[config.mk]
export PLATFORM = sky130hd
export DESIGN_NAME = timer_queue_scheduler_top
export DESIGN_NICKNAME = d
export VERILOG_FILES = /design/src/rtl/tqs_pkg.sv /design/src/rtl/tqs_div.sv /design/src/rtl/timer_queue_scheduler_top.sv
export SDC_FILE = /design/constraint.sdc
export NUM_CORES = 2
export LEC_CHECK = 0
export CORE_MARGIN = 2
export CORE_UTILIZATION = 41
export CTS_CLUSTER_DIAMETER = 100
export DETAILED_ROUTE_END_ITERATION = 12
export DONT_BUFFER_PORTS = 1
export HOLD_SLACK_MARGIN = 0.02
export SYNTH_ARGS = -nofsm -noshare
export SYNTH_HDL_FRONTEND = slang
export SYNTH_SLANG_ARGS = --single-unit
[constraint.sdc]
create_clock -name clk -period 7.9 [get_ports clk]
set_input_delay 1.185 -clock clk [delete_from_list [all_inputs] [get_ports clk]]
set_output_delay 1.185 -clock clk [all_outputs]
set_load 0.1 [all_outputs]
[src/rtl/tqs_pkg.sv]
// shared types and constants of the timer queue scheduler
package tqs_pkg;

    typedef struct packed {
        logic [2:0]  mode;
        logic [3:0]  slot;
        logic [31:0] timeout_ms;
        logic [15:0] elapsed_ms;
        logic [31:0] seconds;
    } req_t;

    typedef struct packed {
        logic [2:0]  status;
        logic [3:0]  slot_index;
        logic [15:0] fire_count;
        logic [63:0] time_ms;
        logic        last;
    } rsp_t;

    localparam logic [2:0] MODE_TICK     = 3'd0;
    localparam logic [2:0] MODE_ONESHOT  = 3'd1;
    localparam logic [2:0] MODE_PERIODIC = 3'd2;
    localparam logic [2:0] MODE_RESTART  = 3'd3;
    localparam logic [2:0] MODE_STOP     = 3'd4;
    localparam logic [2:0] MODE_CANCEL   = 3'd5;
    localparam logic [2:0] MODE_SET      = 3'd6;
    localparam logic [2:0] MODE_ADVANCE  = 3'd7;

    localparam logic [2:0] ST_OK       = 3'd0;
    localparam logic [2:0] ST_FIRE     = 3'd1;
    localparam logic [2:0] ST_NO_SLOT  = 3'd2;
    localparam logic [2:0] ST_BAD_SLOT = 3'd3;
    localparam logic [2:0] ST_ZERO_PER = 3'd4;

    localparam logic [4:0]  MAX_FIRES = 5'd16;
    localparam logic [63:0] MS_PER_S  = 64'd1000;
    localparam logic [15:0] CAP_RESET = 16'd10;

endpackage

[src/rtl/tqs_div.sv]
// restoring divider, 64-bit dividend by 32-bit divisor, one quotient bit per cycle
module tqs_div (
    input  logic        clk,
    input  logic        rst_n,
    input  logic        start,
    input  logic [63:0] dividend,
    input  logic [31:0] divisor,
    output logic        done,
    output logic [63:0] quotient,
    output logic [31:0] remainder
);

    logic        busy_reg, busy_next;
    logic        done_reg, done_next;
    logic [6:0]  cnt_reg, cnt_next;
    logic [63:0] quo_reg, quo_next;
    logic [31:0] rem_reg, rem_next;
    logic [31:0] dsr_reg, dsr_next;
    logic [32:0] trial;

    assign trial = {rem_reg, quo_reg[63]};

    always_comb
    begin
        busy_next = busy_reg;
        done_next = 1'b0;
        cnt_next  = cnt_reg;
        quo_next  = quo_reg;
        rem_next  = rem_reg;
        dsr_next  = dsr_reg;
        if (start)
        begin
            busy_next = 1'b1;
            cnt_next  = 7'd0;
            quo_next  = dividend;
            rem_next  = 32'd0;
            dsr_next  = divisor;
        end
        else if (busy_reg)
        begin
            if (trial >= {1'b0, dsr_reg})
            begin
                rem_next = 32'(trial - {1'b0, dsr_reg});
                quo_next = {quo_reg[62:0], 1'b1};
            end
            else
            begin
                rem_next = trial[31:0];
                quo_next = {quo_reg[62:0], 1'b0};
            end
            cnt_next = cnt_reg + 7'd1;
            if (cnt_reg == 7'd63)
            begin
                busy_next = 1'b0;
                done_next = 1'b1;
            end
        end
    end

    always_ff @(posedge clk or negedge rst_n)
    begin
        if (!rst_n)
        begin
            busy_reg <= 1'b0;
            done_reg <= 1'b0;
            cnt_reg  <= 7'd0;
        end
        else
        begin
            busy_reg <= busy_next;
            done_reg <= done_next;
            cnt_reg  <= cnt_next;
        end
    end

    always_ff @(posedge clk)
    begin
        quo_reg <= quo_next;
        rem_reg <= rem_next;
        dsr_reg <= dsr_next;
    end

    assign done      = done_reg;
    assign quotient  = quo_reg;
    assign remainder = rem_reg;

endmodule

[src/rtl/timer_queue_scheduler_top.sv]
// timer queue scheduler top level: slot memories, command sequencer, tick scan
//
// requests enter on req_valid/req_ready, one command each; results leave on
// rsp_valid/rsp_ready, one or more per request, the final one marked by last.
// the user must write catchup_cap through cfg_we/cfg_data only while the block
// is idle; the block itself does not enforce it. a request is taken only in the
// idle state; one request is worked at a time. set time, advance, stop, cancel,
// restart and zero-period schedules go from idle straight to the emit state; a
// schedule walks the slot flags for a free one. a tick scans the slot memory
// once per fire, and a periodic fire waits on the serial divider that forms the
// catch-up count; a tick gives up to 16 fires.
// an output register holds each result; the next request is taken while it
// waits, but a further result waits until rsp_ready takes the held one.
// reset clears the clock, the slot flags and the insertion counter and sets
// catchup_cap to 10; the slot memories need no clearing.
module timer_queue_scheduler_top #(
    parameter int SLOTS = 16
) (
    input  logic          clk,
    input  logic          rst_n,
    input  logic          req_valid,
    output logic          req_ready,
    input  tqs_pkg::req_t req,
    output logic          rsp_valid,
    input  logic          rsp_ready,
    output tqs_pkg::rsp_t rsp,
    input  logic          cfg_we,
    input  logic [15:0]   cfg_data
);

    localparam int IW = (SLOTS > 1) ? $clog2(SLOTS) : 1;
    localparam int CW = $clog2(SLOTS + 1);
    localparam logic [CW-1:0] SLOTS_C = CW'(SLOTS);
    localparam logic [8:0] SLOTS_W = 9'(SLOTS);

    typedef enum logic [6:0] {
        S_IDLE = 7'b0000001,
        S_FREE = 7'b0000010,
        S_SCAN = 7'b0000100,
        S_PROC = 7'b0001000,
        S_DIV  = 7'b0010000,
        S_NEXT = 7'b0100000,
        S_EMIT = 7'b1000000
    } state_t;

    typedef struct packed {
        logic [2:0]  status;
        logic [3:0]  slot_index;
        logic [15:0] fire_count;
        logic        last;
    } emit_t;

    state_t state_reg, state_next, after_reg, after_next;
    logic [63:0] now_reg, now_next;
    logic [31:0] stamp_reg, stamp_next;
    logic [15:0] cap_reg, cap_next;
    logic [SLOTS-1:0] alloc_reg, alloc_next, armed_reg, armed_next;
    logic [SLOTS-1:0] rep_reg, rep_next, done_reg, done_next;
    tqs_pkg::req_t req_reg, req_next;
    logic [CW-1:0] cnt_reg, cnt_next;
    logic rd_live_reg, rd_live_next;
    logic [IW-1:0] rd_idx_reg, rd_idx_next;
    logic best_found_reg, best_found_next;
    logic [IW-1:0] best_idx_reg, best_idx_next;
    logic [63:0] best_due_reg, best_due_next;
    logic [31:0] best_age_reg, best_age_next;
    logic [31:0] best_per_reg, best_per_next;
    logic pend_valid_reg, pend_valid_next;
    logic [IW-1:0] pend_slot_reg, pend_slot_next;
    logic [15:0] pend_count_reg, pend_count_next;
    logic [4:0] fires_reg, fires_next;
    emit_t emit_reg, emit_next;
    tqs_pkg::rsp_t rsp_reg, rsp_next;
    logic rsp_valid_reg, rsp_valid_next;

    logic [95:0] ds_mem [SLOTS];
    logic [31:0] per_mem [SLOTS];
    logic [95:0] ds_q_reg;
    logic [31:0] per_q_reg;
    logic        dw_en, pw_en;
    logic [IW-1:0] dw_addr, pw_addr, rd_addr;
    logic [95:0] dw_data;
    logic [31:0] pw_data;

    logic        div_start, div_done;
    logic [63:0] div_q;
    logic [31:0] div_r;

    logic [63:0] cand_due;
    logic [31:0] cand_age;
    logic [IW-1:0] tgt_idx;
    logic        tgt_bad;
    logic [15:0] cap1;
    logic [15:0] fire_cnt;

    assign rd_addr  = cnt_reg[IW-1:0];
    assign cand_due = ds_q_reg[95:32];
    assign cand_age = stamp_reg - ds_q_reg[31:0];
    assign tgt_idx  = IW'(req.slot);
    assign tgt_bad  = ({5'd0, req.slot} >= SLOTS_W) || !alloc_reg[tgt_idx];
    assign cap1     = (cap_reg == 16'd0) ? 16'd1 : cap_reg;
    assign fire_cnt = (div_q >= {48'd0, cap1}) ? cap1 : div_q[15:0] + 16'd1;

    tqs_div u_div (
        .clk       (clk),
        .rst_n     (rst_n),
        .start     (div_start),
        .dividend  (now_reg - best_due_reg),
        .divisor   (best_per_reg),
        .done      (div_done),
        .quotient  (div_q),
        .remainder (div_r)
    );

    always_comb
    begin
        state_next      = state_reg;
        after_next      = after_reg;
        now_next        = now_reg;
        stamp_next      = stamp_reg;
        cap_next        = cfg_we ? cfg_data : cap_reg;
        alloc_next      = alloc_reg;
        armed_next      = armed_reg;
        rep_next        = rep_reg;
        done_next       = done_reg;
        req_next        = req_reg;
        cnt_next        = cnt_reg;
        rd_live_next    = 1'b0;
        rd_idx_next     = rd_idx_reg;
        best_found_next = best_found_reg;
        best_idx_next   = best_idx_reg;
        best_due_next   = best_due_reg;
        best_age_next   = best_age_reg;
        best_per_next   = best_per_reg;
        pend_valid_next = pend_valid_reg;
        pend_slot_next  = pend_slot_reg;
        pend_count_next = pend_count_reg;
        fires_next      = fires_reg;
        emit_next       = emit_reg;
        rsp_next        = rsp_reg;
        rsp_valid_next  = rsp_valid_reg && !rsp_ready;
        dw_en           = 1'b0;
        dw_addr         = best_idx_reg;
        dw_data         = {now_reg + 64'(req.timeout_ms), stamp_reg};
        pw_en           = 1'b0;
        pw_addr         = rd_addr;
        pw_data         = 32'd0;
        div_start       = 1'b0;

        case (state_reg)
            S_IDLE:
            begin
                if (req_valid)
                begin
                    req_next   = req;
                    emit_next  = '{status: tqs_pkg::ST_OK, slot_index: 4'd0,
                                   fire_count: 16'd0, last: 1'b1};
                    after_next = S_IDLE;
                    state_next = S_EMIT;
                    case (req.mode)
                        tqs_pkg::MODE_TICK:
                        begin
                            now_next        = now_reg + 64'(req.elapsed_ms);
                            fires_next      = 5'd0;
                            done_next       = '0;
                            pend_valid_next = 1'b0;
                            cnt_next        = '0;
                            best_found_next = 1'b0;
                            state_next      = S_SCAN;
                        end
                        tqs_pkg::MODE_ONESHOT, tqs_pkg::MODE_PERIODIC:
                        begin
                            if (req.mode == tqs_pkg::MODE_PERIODIC && req.timeout_ms == 32'd0)
                            begin
                                emit_next.status = tqs_pkg::ST_ZERO_PER;
                            end
                            else
                            begin
                                cnt_next   = '0;
                                state_next = S_FREE;
                            end
                        end
                        tqs_pkg::MODE_RESTART, tqs_pkg::MODE_STOP, tqs_pkg::MODE_CANCEL:
                        begin
                            emit_next.slot_index = req.slot;
                            if (tgt_bad)
                            begin
                                emit_next.status = tqs_pkg::ST_BAD_SLOT;
                            end
                            else if (req.mode == tqs_pkg::MODE_RESTART)
                            begin
                                dw_en               = 1'b1;
                                dw_addr             = tgt_idx;
                                stamp_next          = stamp_reg + 32'd1;
                                armed_next[tgt_idx] = 1'b1;
                            end
                            else
                            begin
                                armed_next[tgt_idx] = 1'b0;
                                if (req.mode == tqs_pkg::MODE_CANCEL)
                                begin
                                    alloc_next[tgt_idx] = 1'b0;
                                    rep_next[tgt_idx]   = 1'b0;
                                end
                            end
                        end
                        tqs_pkg::MODE_SET:
                        begin
                            now_next = {32'd0, req.seconds} * tqs_pkg::MS_PER_S;
                        end
                        default:
                        begin
                            now_next = now_reg + {32'd0, req.seconds} * tqs_pkg::MS_PER_S;
                        end
                    endcase
                end
            end

            S_FREE:
            begin
                if (cnt_reg == SLOTS_C)
                begin
                    emit_next  = '{status: tqs_pkg::ST_NO_SLOT, slot_index: 4'd0,
                                   fire_count: 16'd0, last: 1'b1};
                    after_next = S_IDLE;
                    state_next = S_EMIT;
                end
                else if (!alloc_reg[rd_addr])
                begin
                    alloc_next[rd_addr] = 1'b1;
                    armed_next[rd_addr] = 1'b1;
                    rep_next[rd_addr]   = (req_reg.mode == tqs_pkg::MODE_PERIODIC);
                    pw_en   = 1'b1;
                    pw_data = (req_reg.mode == tqs_pkg::MODE_PERIODIC) ?
                              req_reg.timeout_ms : 32'd0;
                    dw_en   = 1'b1;
                    dw_addr = rd_addr;
                    dw_data = {now_reg + 64'(req_reg.timeout_ms), stamp_reg};
                    stamp_next = stamp_reg + 32'd1;
                    emit_next  = '{status: tqs_pkg::ST_OK, slot_index: 4'(rd_addr),
                                   fire_count: 16'd0, last: 1'b1};
                    after_next = S_IDLE;
                    state_next = S_EMIT;
                end
                else
                begin
                    cnt_next = cnt_reg + 1'b1;
                end
            end

            S_SCAN:
            begin
                if (rd_live_reg && armed_reg[rd_idx_reg] && !done_reg[rd_idx_reg]
                    && cand_due <= now_reg)
                begin
                    if (!best_found_reg || cand_due < best_due_reg
                        || (cand_due == best_due_reg && cand_age > best_age_reg))
                    begin
                        best_found_next = 1'b1;
                        best_idx_next   = rd_idx_reg;
                        best_due_next   = cand_due;
                        best_age_next   = cand_age;
                        best_per_next   = per_q_reg;
                    end
                end
                if (cnt_reg != SLOTS_C)
                begin
                    cnt_next     = cnt_reg + 1'b1;
                    rd_live_next = 1'b1;
                    rd_idx_next  = rd_addr;
                end
                else if (!rd_live_reg)
                begin
                    if (best_found_reg)
                    begin
                        if (pend_valid_reg)
                        begin
                            emit_next  = '{status: tqs_pkg::ST_FIRE,
                                           slot_index: 4'(pend_slot_reg),
                                           fire_count: pend_count_reg, last: 1'b0};
                            pend_valid_next = 1'b0;
                            after_next = S_PROC;
                            state_next = S_EMIT;
                        end
                        else
                        begin
                            state_next = S_PROC;
                        end
                    end
                    else
                    begin
                        if (pend_valid_reg)
                        begin
                            emit_next  = '{status: tqs_pkg::ST_FIRE,
                                           slot_index: 4'(pend_slot_reg),
                                           fire_count: pend_count_reg, last: 1'b1};
                        end
                        else
                        begin
                            emit_next  = '{status: tqs_pkg::ST_OK, slot_index: 4'd0,
                                           fire_count: 16'd0, last: 1'b1};
                        end
                        pend_valid_next = 1'b0;
                        after_next = S_IDLE;
                        state_next = S_EMIT;
                    end
                end
            end

            S_PROC:
            begin
                done_next[best_idx_reg] = 1'b1;
                fires_next = fires_reg + 5'd1;
                if (rep_reg[best_idx_reg] && best_per_reg != 32'd0)
                begin
                    div_start  = 1'b1;
                    state_next = S_DIV;
                end
                else
                begin
                    armed_next[best_idx_reg] = 1'b0;
                    pend_valid_next = 1'b1;
                    pend_slot_next  = best_idx_reg;
                    pend_count_next = 16'd1;
                    state_next      = S_NEXT;
                end
            end

            S_DIV:
            begin
                if (div_done)
                begin
                    // new due = due + (q + 1) * period = now - rem + period
                    dw_en   = 1'b1;
                    dw_addr = best_idx_reg;
                    dw_data = {now_reg - {32'd0, div_r} + {32'd0, best_per_reg}, stamp_reg};
                    stamp_next      = stamp_reg + 32'd1;
                    pend_valid_next = 1'b1;
                    pend_slot_next  = best_idx_reg;
                    pend_count_next = fire_cnt;
                    state_next      = S_NEXT;
                end
            end

            S_NEXT:
            begin
                if (fires_reg == tqs_pkg::MAX_FIRES)
                begin
                    emit_next  = '{status: tqs_pkg::ST_FIRE, slot_index: 4'(pend_slot_reg),
                                   fire_count: pend_count_reg, last: 1'b1};
                    pend_valid_next = 1'b0;
                    after_next = S_IDLE;
                    state_next = S_EMIT;
                end
                else
                begin
                    cnt_next        = '0;
                    best_found_next = 1'b0;
                    state_next      = S_SCAN;
                end
            end

            S_EMIT:
            begin
                if (!rsp_valid_reg || rsp_ready)
                begin
                    rsp_next = '{status: emit_reg.status, slot_index: emit_reg.slot_index,
                                 fire_count: emit_reg.fire_count, time_ms: now_reg,
                                 last: emit_reg.last};
                    rsp_valid_next = 1'b1;
                    state_next     = after_reg;
                end
            end

            default:
            begin
                state_next = S_IDLE;
            end
        endcase
    end

    always_ff @(posedge clk or negedge rst_n)
    begin
        if (!rst_n)
        begin
            state_reg      <= S_IDLE;
            after_reg      <= S_IDLE;
            now_reg        <= 64'd0;
            stamp_reg      <= 32'd0;
            cap_reg        <= tqs_pkg::CAP_RESET;
            alloc_reg      <= '0;
            armed_reg      <= '0;
            rep_reg        <= '0;
            done_reg       <= '0;
            cnt_reg        <= '0;
            rd_live_reg    <= 1'b0;
            best_found_reg <= 1'b0;
            pend_valid_reg <= 1'b0;
            fires_reg      <= 5'd0;
            rsp_valid_reg  <= 1'b0;
        end
        else
        begin
            state_reg      <= state_next;
            after_reg      <= after_next;
            now_reg        <= now_next;
            stamp_reg      <= stamp_next;
            cap_reg        <= cap_next;
            alloc_reg      <= alloc_next;
            armed_reg      <= armed_next;
            rep_reg        <= rep_next;
            done_reg       <= done_next;
            cnt_reg        <= cnt_next;
            rd_live_reg    <= rd_live_next;
            best_found_reg <= best_found_next;
            pend_valid_reg <= pend_valid_next;
            fires_reg      <= fires_next;
            rsp_valid_reg  <= rsp_valid_next;
        end
    end

    always_ff @(posedge clk)
    begin
        req_reg        <= req_next;
        rd_idx_reg     <= rd_idx_next;
        best_idx_reg   <= best_idx_next;
        best_due_reg   <= best_due_next;
        best_age_reg   <= best_age_next;
        best_per_reg   <= best_per_next;
        pend_slot_reg  <= pend_slot_next;
        pend_count_reg <= pend_count_next;
        emit_reg       <= emit_next;
        rsp_reg        <= rsp_next;
    end

    // slot memories: due time with insertion stamp, and period
    always_ff @(posedge clk)
    begin
        if (dw_en)
        begin
            ds_mem[dw_addr] <= dw_data;
        end
        if (pw_en)
        begin
            per_mem[pw_addr] <= pw_data;
        end
        ds_q_reg  <= ds_mem[rd_addr];
        per_q_reg <= per_mem[rd_addr];
    end

    assign req_ready = (state_reg == S_IDLE);
    assign rsp_valid = rsp_valid_reg;
    assign rsp       = rsp_reg;

endmodule

Word-level counts from Yosys, hierarchy flattened
Memory sizes are Yosys's and may differ from the RTL's. A register that Yosys moved wholly into a read port is not among the register bits.
Cells that the tools add are included.
{"block": "totals", "reg_bits": 644, "ramBits": 2048, "in_bits": 108, "out_inout_bits": 90, "elab_cells": 337, "n_memories": 2}
{"memory": "ds_mem", "depth": 16, "width": 96, "read_ports": 1, "rd_clocked_by_memory_dff": 1, "wr": 1, "line": "timer_queue_scheduler_top.sv:76", "source": "logic [95:0] ds_mem [SLOTS];"}
{"memory": "per_mem", "depth": 16, "width": 32, "read_ports": 1, "rd_clocked_by_memory_dff": 1, "wr": 1, "line": "timer_queue_scheduler_top.sv:77", "source": "logic [31:0] per_mem [SLOTS];"}
{"block": "op_classes", "n_addsub": 14, "mul": 1, "order_cmp": 12, "n_eq_ne": 43, "mux": 167, "n_bitwise": 11, "n_reduce_logical": 48}
{"operator": "$mux 16", "count": 27}
{"operator": "$mux 32", "count": 12}
{"operator": "$mux 96", "count": 3}
{"operator": "$add 64x32->64", "count": 3}
{"operator": "$mux 24", "count": 8}
{"operator": "$pmux 64 s3", "count": 1}
{"operator": "$pmux 96 s2", "count": 1}
{"operator": "$mux 7", "count": 21}
{"operator": "$mux 64", "count": 2}
{"operator": "$pmux 16 s2", "count": 4}
{"operator": "$pmux 24 s4", "count": 1}
{"operator": "$pmux 32 s3", "count": 1}
{"operator": "$add 64x16->64", "count": 1}
{"operator": "$add 64x42->64", "count": 1}
{"operator": "$and 16x16->16", "count": 4}
{"operator": "$eq 64x64->1", "count": 1}
{"operator": "$ge 64x16->1", "count": 1}
{"operator": "$le 64x64->1", "count": 1}
{"operator": "$lt 64x64->1", "count": 1}
{"operator": "$or 16x16->16", "count": 4}
{"operator": "$sub 32x32->32", "count": 2}
{"operator": "$sub 64x32->64", "count": 1}
{"operator": "$sub 64x64->64", "count": 1}
{"operator": "$pmux 7 s7", "count": 1}
{"operator": "65 further kinds", "count": 193}

Longest topological paths before layout
{"block": "logic_depth", "ltp_word": 12, "depth_mapped": 29, "ltp_nobuf": 29}

Cells and area by module
A second synthesis with hierarchy kept.
{"block": "hier_totals", "cells_unflattened": 9296, "hier_area_um2": 136256.9}
{"module": "timer_queue_scheduler_top", "instances": 1, "cells_per_inst": 8619, "area_each_um2": 128788.5, "seq_area_each_um2": 78144.9}
{"module": "tqs_div", "instances": 1, "cells_per_inst": 677, "area_each_um2": 7468.4, "seq_area_each_um2": 3748.6}

Worst setup path before layout
Ideal clock, no wire load.
{"block": "synth_path", "path_type": "reg2reg", "start": "register cnt_reg[1]", "end": "memory ds_mem[0][0], enable pin", "setup_ns": 0.552, "t_arrival_ns": 7.409, "required_time_ns": 7.348, "slack_ns": -0.061, "stages_incl_launch_ff": 17, "n_path_buf": 5, "synth_period_minus_slack_ns": 7.961, "path_cell_list": "dfrtp_1 -> clkbuf_1 -> clkbuf_1 -> clkbuf_1 -> inv_1 -> ha_1 -> clkbuf_1 -> and4bb_2 -> or2_2 -> o22a_1 -> buf_2 -> nor2_1 -> nor2_1 -> and2_1 -> a221oi_1 -> nand2_1 -> nor2_1"}
{"block": "synth_between", "elab_chain_cells": 7, "word_cells_on_any_way": 11, "cone_classes": "eq/ne (1); mux (10)"}
{"element": "start, declared", "line": "timer_queue_scheduler_top.sv:60", "source": "logic [CW-1:0] cnt_reg, cnt_next;"}
{"element": "start signal, assigned", "line": "timer_queue_scheduler_top.sv:413", "source": "cnt_reg <= cnt_next;"}
{"element": "$bmux 1 s4", "line": "timer_queue_scheduler_top.sv:228", "source": "else if (!alloc_reg[rd_addr])"}
{"element": "$mux 1 (implied by the code)", "line": "timer_queue_scheduler_top.sv:228"}
{"element": "$mux 1", "line": "timer_queue_scheduler_top.sv:228"}
{"element": "$mux 1", "line": "timer_queue_scheduler_top.sv:221", "source": "if (cnt_reg == SLOTS_C)"}
{"element": "$pmux 1 s3", "line": "timer_queue_scheduler_top.sv:150", "source": "case (state_reg)"}
{"element": "$mux 1", "line": "timer_queue_scheduler_top.sv:439", "source": "if (dw_en)"}
{"element": "$mux 1 (implied by the code)", "line": "timer_queue_scheduler_top.sv:441", "source": "ds_mem[dw_addr] <= dw_data;"}
{"element": "end, declared", "line": "timer_queue_scheduler_top.sv:76"}
Several ways; a longest one is shown, not always the timed one. The select of a mux whose other input is x is not followed.

Worst setup path after layout
{"block": "layout_path", "start": "input port req[0] (netlist bit)", "end": "register now_reg[46]"}
{"block": "layout_between", "elab_chain_cells": 3}
{"element": "start, declared", "line": "timer_queue_scheduler_top.sv:23", "source": "input tqs_pkg::req_t req,"}
{"element": "$mul 32x7->39", "line": "timer_queue_scheduler_top.sv:213", "source": "now_next = now_reg + {32'd0, req.seconds} * tqs_pkg::MS_PER_S;"}
{"element": "$add 64x42->64", "line": "timer_queue_scheduler_top.sv:213"}
{"element": "$pmux 64 s3", "line": "timer_queue_scheduler_top.sv:160", "source": "case (req.mode)"}
{"element": "end signal, assigned", "line": "timer_queue_scheduler_top.sv:406", "source": "now_reg <= now_next;"}
{"element": "end, declared", "line": "timer_queue_scheduler_top.sv:54", "source": "logic [63:0] now_reg, now_next;"}
Every way passes these cells.
A chain may end at the register's enable or synchronous reset.

==> impl_metrics.env <==
export IMPL_status="finished, final reports clean"
export IMPL_clk_latency_ns=0.95
export IMPL_crit_path_end_kind="flip-flop"
export IMPL_initial_core_util_pct=41.2
export IMPL_yosys_area_top_type="edfxtp_1"
export IMPL_grt_overflow_total=0
export IMPL_yosysMostFrequentCell="edfxtp_1"
export IMPL_p_switching_w=0.0239
export IMPL_pin_count=198
export IMPL_die_area_um2=337000
export IMPL_nNetsFinal=10600
export IMPL_tightest_slew_ns=1.45
export IMPL_postSynthCellCount=9417
export IMPL_slew_violations=0
export IMPL_crit_buf_inv=5
export IMPL_intPower_w=0.0376
export IMPL_ys_flop_type="edfxtp_1"
export IMPL_drc=0
export IMPL_setup_slack_ns=0.574
export IMPL_die_w_um=581
export IMPL_power_density_nw_per_um2=400
export IMPL_die_h_um=581
export IMPL_drt_iter0_markers=9000
export IMPL_ys_seq_area_share_pct=60.1
export IMPL_fin_total_pwr_w=0.0615
export IMPL_place_congestion=0.970
export IMPL_crit_family="adder cells"
export IMPL_wl_per_cell_um=28.5
export IMPL_cts_tree="done"
export IMPL_cts_sinks=2815
export IMPL_rsz0062_at_grt="no"
export IMPL_synth_top_area_share_pct=53.9
export IMPL_finalCriticalPeriod_ns=7.33
export IMPL_finalSetupTns_ns=0
export IMPL_p_seq_share_pct=33.2
export IMPL_grt_pass1_wl_um=595000
export IMPL_slew_headroom_pct=3.09
export IMPL_finalSetupViolCount=0
export IMPL_coreArea_um2=331000
export IMPL_vias_per_cell=5.95
export IMPL_skew_ns=0.115
export IMPL_cts_htree_levels=5
export IMPL_p_sw_share_pct=38.8
export IMPL_cts_buffers=308
export IMPL_cts_hold_buffers=2
export IMPL_criticalPathCategory="primary input to flip-flop"
export IMPL_synth_area_um2=136000
export IMPL_crit_fanout=6
export IMPL_largest_register_ffs=1536
export IMPL_worst_setup_path_start_kind="primary input"
export IMPL_yosysUniqueCellTypes=99
export IMPL_synth_edf_count=2447
export IMPL_antenna_found_initial=28
export IMPL_clockPowerShare_pct=23.1
export IMPL_drt_pass1_iterations=6
export IMPL_synth_commonest_cells="edfxtp_1 (2447), mux4_2 (654), inv_1 (630)"
export IMPL_drt_total_wl_um=409000
export IMPL_cts_path_max_buffers=4
export IMPL_cp_required_ns=8.69
export IMPL_ir_drop_v=0.000313
export IMPL_fmaxAchievable_mhz=137
export IMPL_post_cts_resized=0
export IMPL_arrival_ns=8.12
export IMPL_synthTopCellsByArea="edfxtp_1 (54%), mux4_2 (11%), ha_1 (5.6%)"
export IMPL_yosysWarnings=0
export IMPL_grt_usage_pct=23.9
export IMPL_utilization_pct=46.5
export IMPL_vias=85400
export IMPL_dp_slack_ns=-0.240
export IMPL_final_hold_violation_count=0
export IMPL_drive_gt1_share_pct=16.1
export IMPL_cts_root_buf="clkbuf_16"
export IMPL_grt_max_degree=205
export IMPL_ant_nets=0
export IMPL_maxCapViolCount=0
export IMPL_rows=211
export IMPL_hold_path_class="primary input to asynchronous set/reset pin"
export IMPL_async_reset_ff_share_pct=7.39
export IMPL_portBuffers=0
export IMPL_combPwrFrac_pct=43.7
export IMPL_p_leak_nw=54.6
export IMPL_slowest_delay_ns=0.53
export IMPL_dp_hpwl_um=276000
export IMPL_syn_nets=10300
export IMPL_finalCritPeriodShare_pct=92.7
export IMPL_ys_ff_latch=2815
export IMPL_areaGrowthSynthToFinish_pct=12.8
export IMPL_synth_area_per_cell_um2=14.5
export IMPL_cp_slowest_cell="fa_1"
export IMPL_post_cts_buffers=0
export IMPL_first_global_vias=85600
export IMPL_path_clk_slew_ns=0.06
[layout by cell type, fill, tap and decap left out, types with 50 or more instances in the layout]
cell / netlist / final
inv_1: 630 / 628
buf_4: 5 / 321
o21ai_0: 485 / 475
xnor2_1: 219 / 219
fa_1: 157 / 157
o22ai_1: 50 / 50
clkbuf_16: 0 / 312
a31oi_1: 73 / 73
o21bai_1: 64 / 64
a211oi_1: 92 / 91
nor4_1: 59 / 58
clkbuf_1: 291 / 78
a21o_1: 236 / 236
nand2b_1: 54 / 53
nand4_1: 128 / 128
nand2_1: 483 / 480
xor2_1: 145 / 145
nor3_1: 79 / 77
mux4_2: 654 / 654
dfrtp_1: 204 / 199
nor2b_1: 60 / 59
o21a_1: 57 / 57
nor2_1: 435 / 395
edfxtp_1: 2447 / 2447
and2_1: 85 / 86
clkinv_2: 0 / 54
ha_1: 615 / 615
nand3_1: 152 / 152
dfxtp_1: 160 / 160
and3_1: 57 / 57
a21oi_1: 517 / 516
[cell families (layout without fill, tap and decap cells)]
kind of cell	after synthesis	in the layout	synth area share, %
adders and majority gates	772	772	7.95
AOI/OAI and AO/OA	2027	2027	9.56
xor gates and xnor gates	364	364	2.34
and+or+nand+nor	1717	1717	6.09
buffers and inverters	1019	1549	2.84
other	0	30	0
muxes	703	703	11.2
DFF	2815	2815	60.1
[power by group through the flow]
stage	sequential, W	clock, W	combinational (W)
2_1_floorplan	0.0198	0	0.0176
3_3_place_gp	0.0207	0	0.0262
3_5_place_dp	0.0207	0	0.0264
4_1_cts	0.0204	0.0145	0.0266
5_1_grt	0.0205	0.0151	0.0293
6_report	0.0204	0.0142	0.0269
[layer usage]
layer,wire (um),global-route usage [%],vias to the layer above,share of wire (%)
met1,172000,33.0,44100,42
met5,23,0,-,0.0056
met2,190000,38.3,3502,46
met3,29300,3.54,701,7.2
li1,-,-,37100,-
met4,18100,9.15,4,4.4
[final timing paths]
check	start	end	slack (ns)	cells after the start
max in group asynchronous	rst_n	now_reg[43]	6.40	1
worst max-delay path	req[0]	now_reg[46]	0.57	27
worst min-delay path	rst_n	cap_reg[3]	0.10	0
worst min register to register	per_q_reg[17]	best_per_reg[17]	0.41	0
worst max register to register	stamp_reg[7]	best_age_reg[6]	0.90	23
min in group clk	cfg_we	cap_reg[1]	0.32	1
[area by class of cell]
type,count,area (um2)
diodes,30,75.1
clock buffers,417,8470
clock inverters,147,1510
fillers,28600,177000
inverters,630,2360
multi-input cells,5583,51000
flip-flops and latches,2815,81900
well taps,4366,5460
repair buffers,355,3090
[per-stage QoR]
step	hold slack [ns]	instance area [um2]	std cells
2_1_floorplan	0.386	136000	9417
3_3_place_gp	0.393	144000	13700
3_5_place_dp	0.393	144000	13700
4_1_cts	0.0411	154000	14300
5_1_grt	0.0580	154000	14300
6_report	0.101	154000	14300
(Power assumes the default switching activity.)
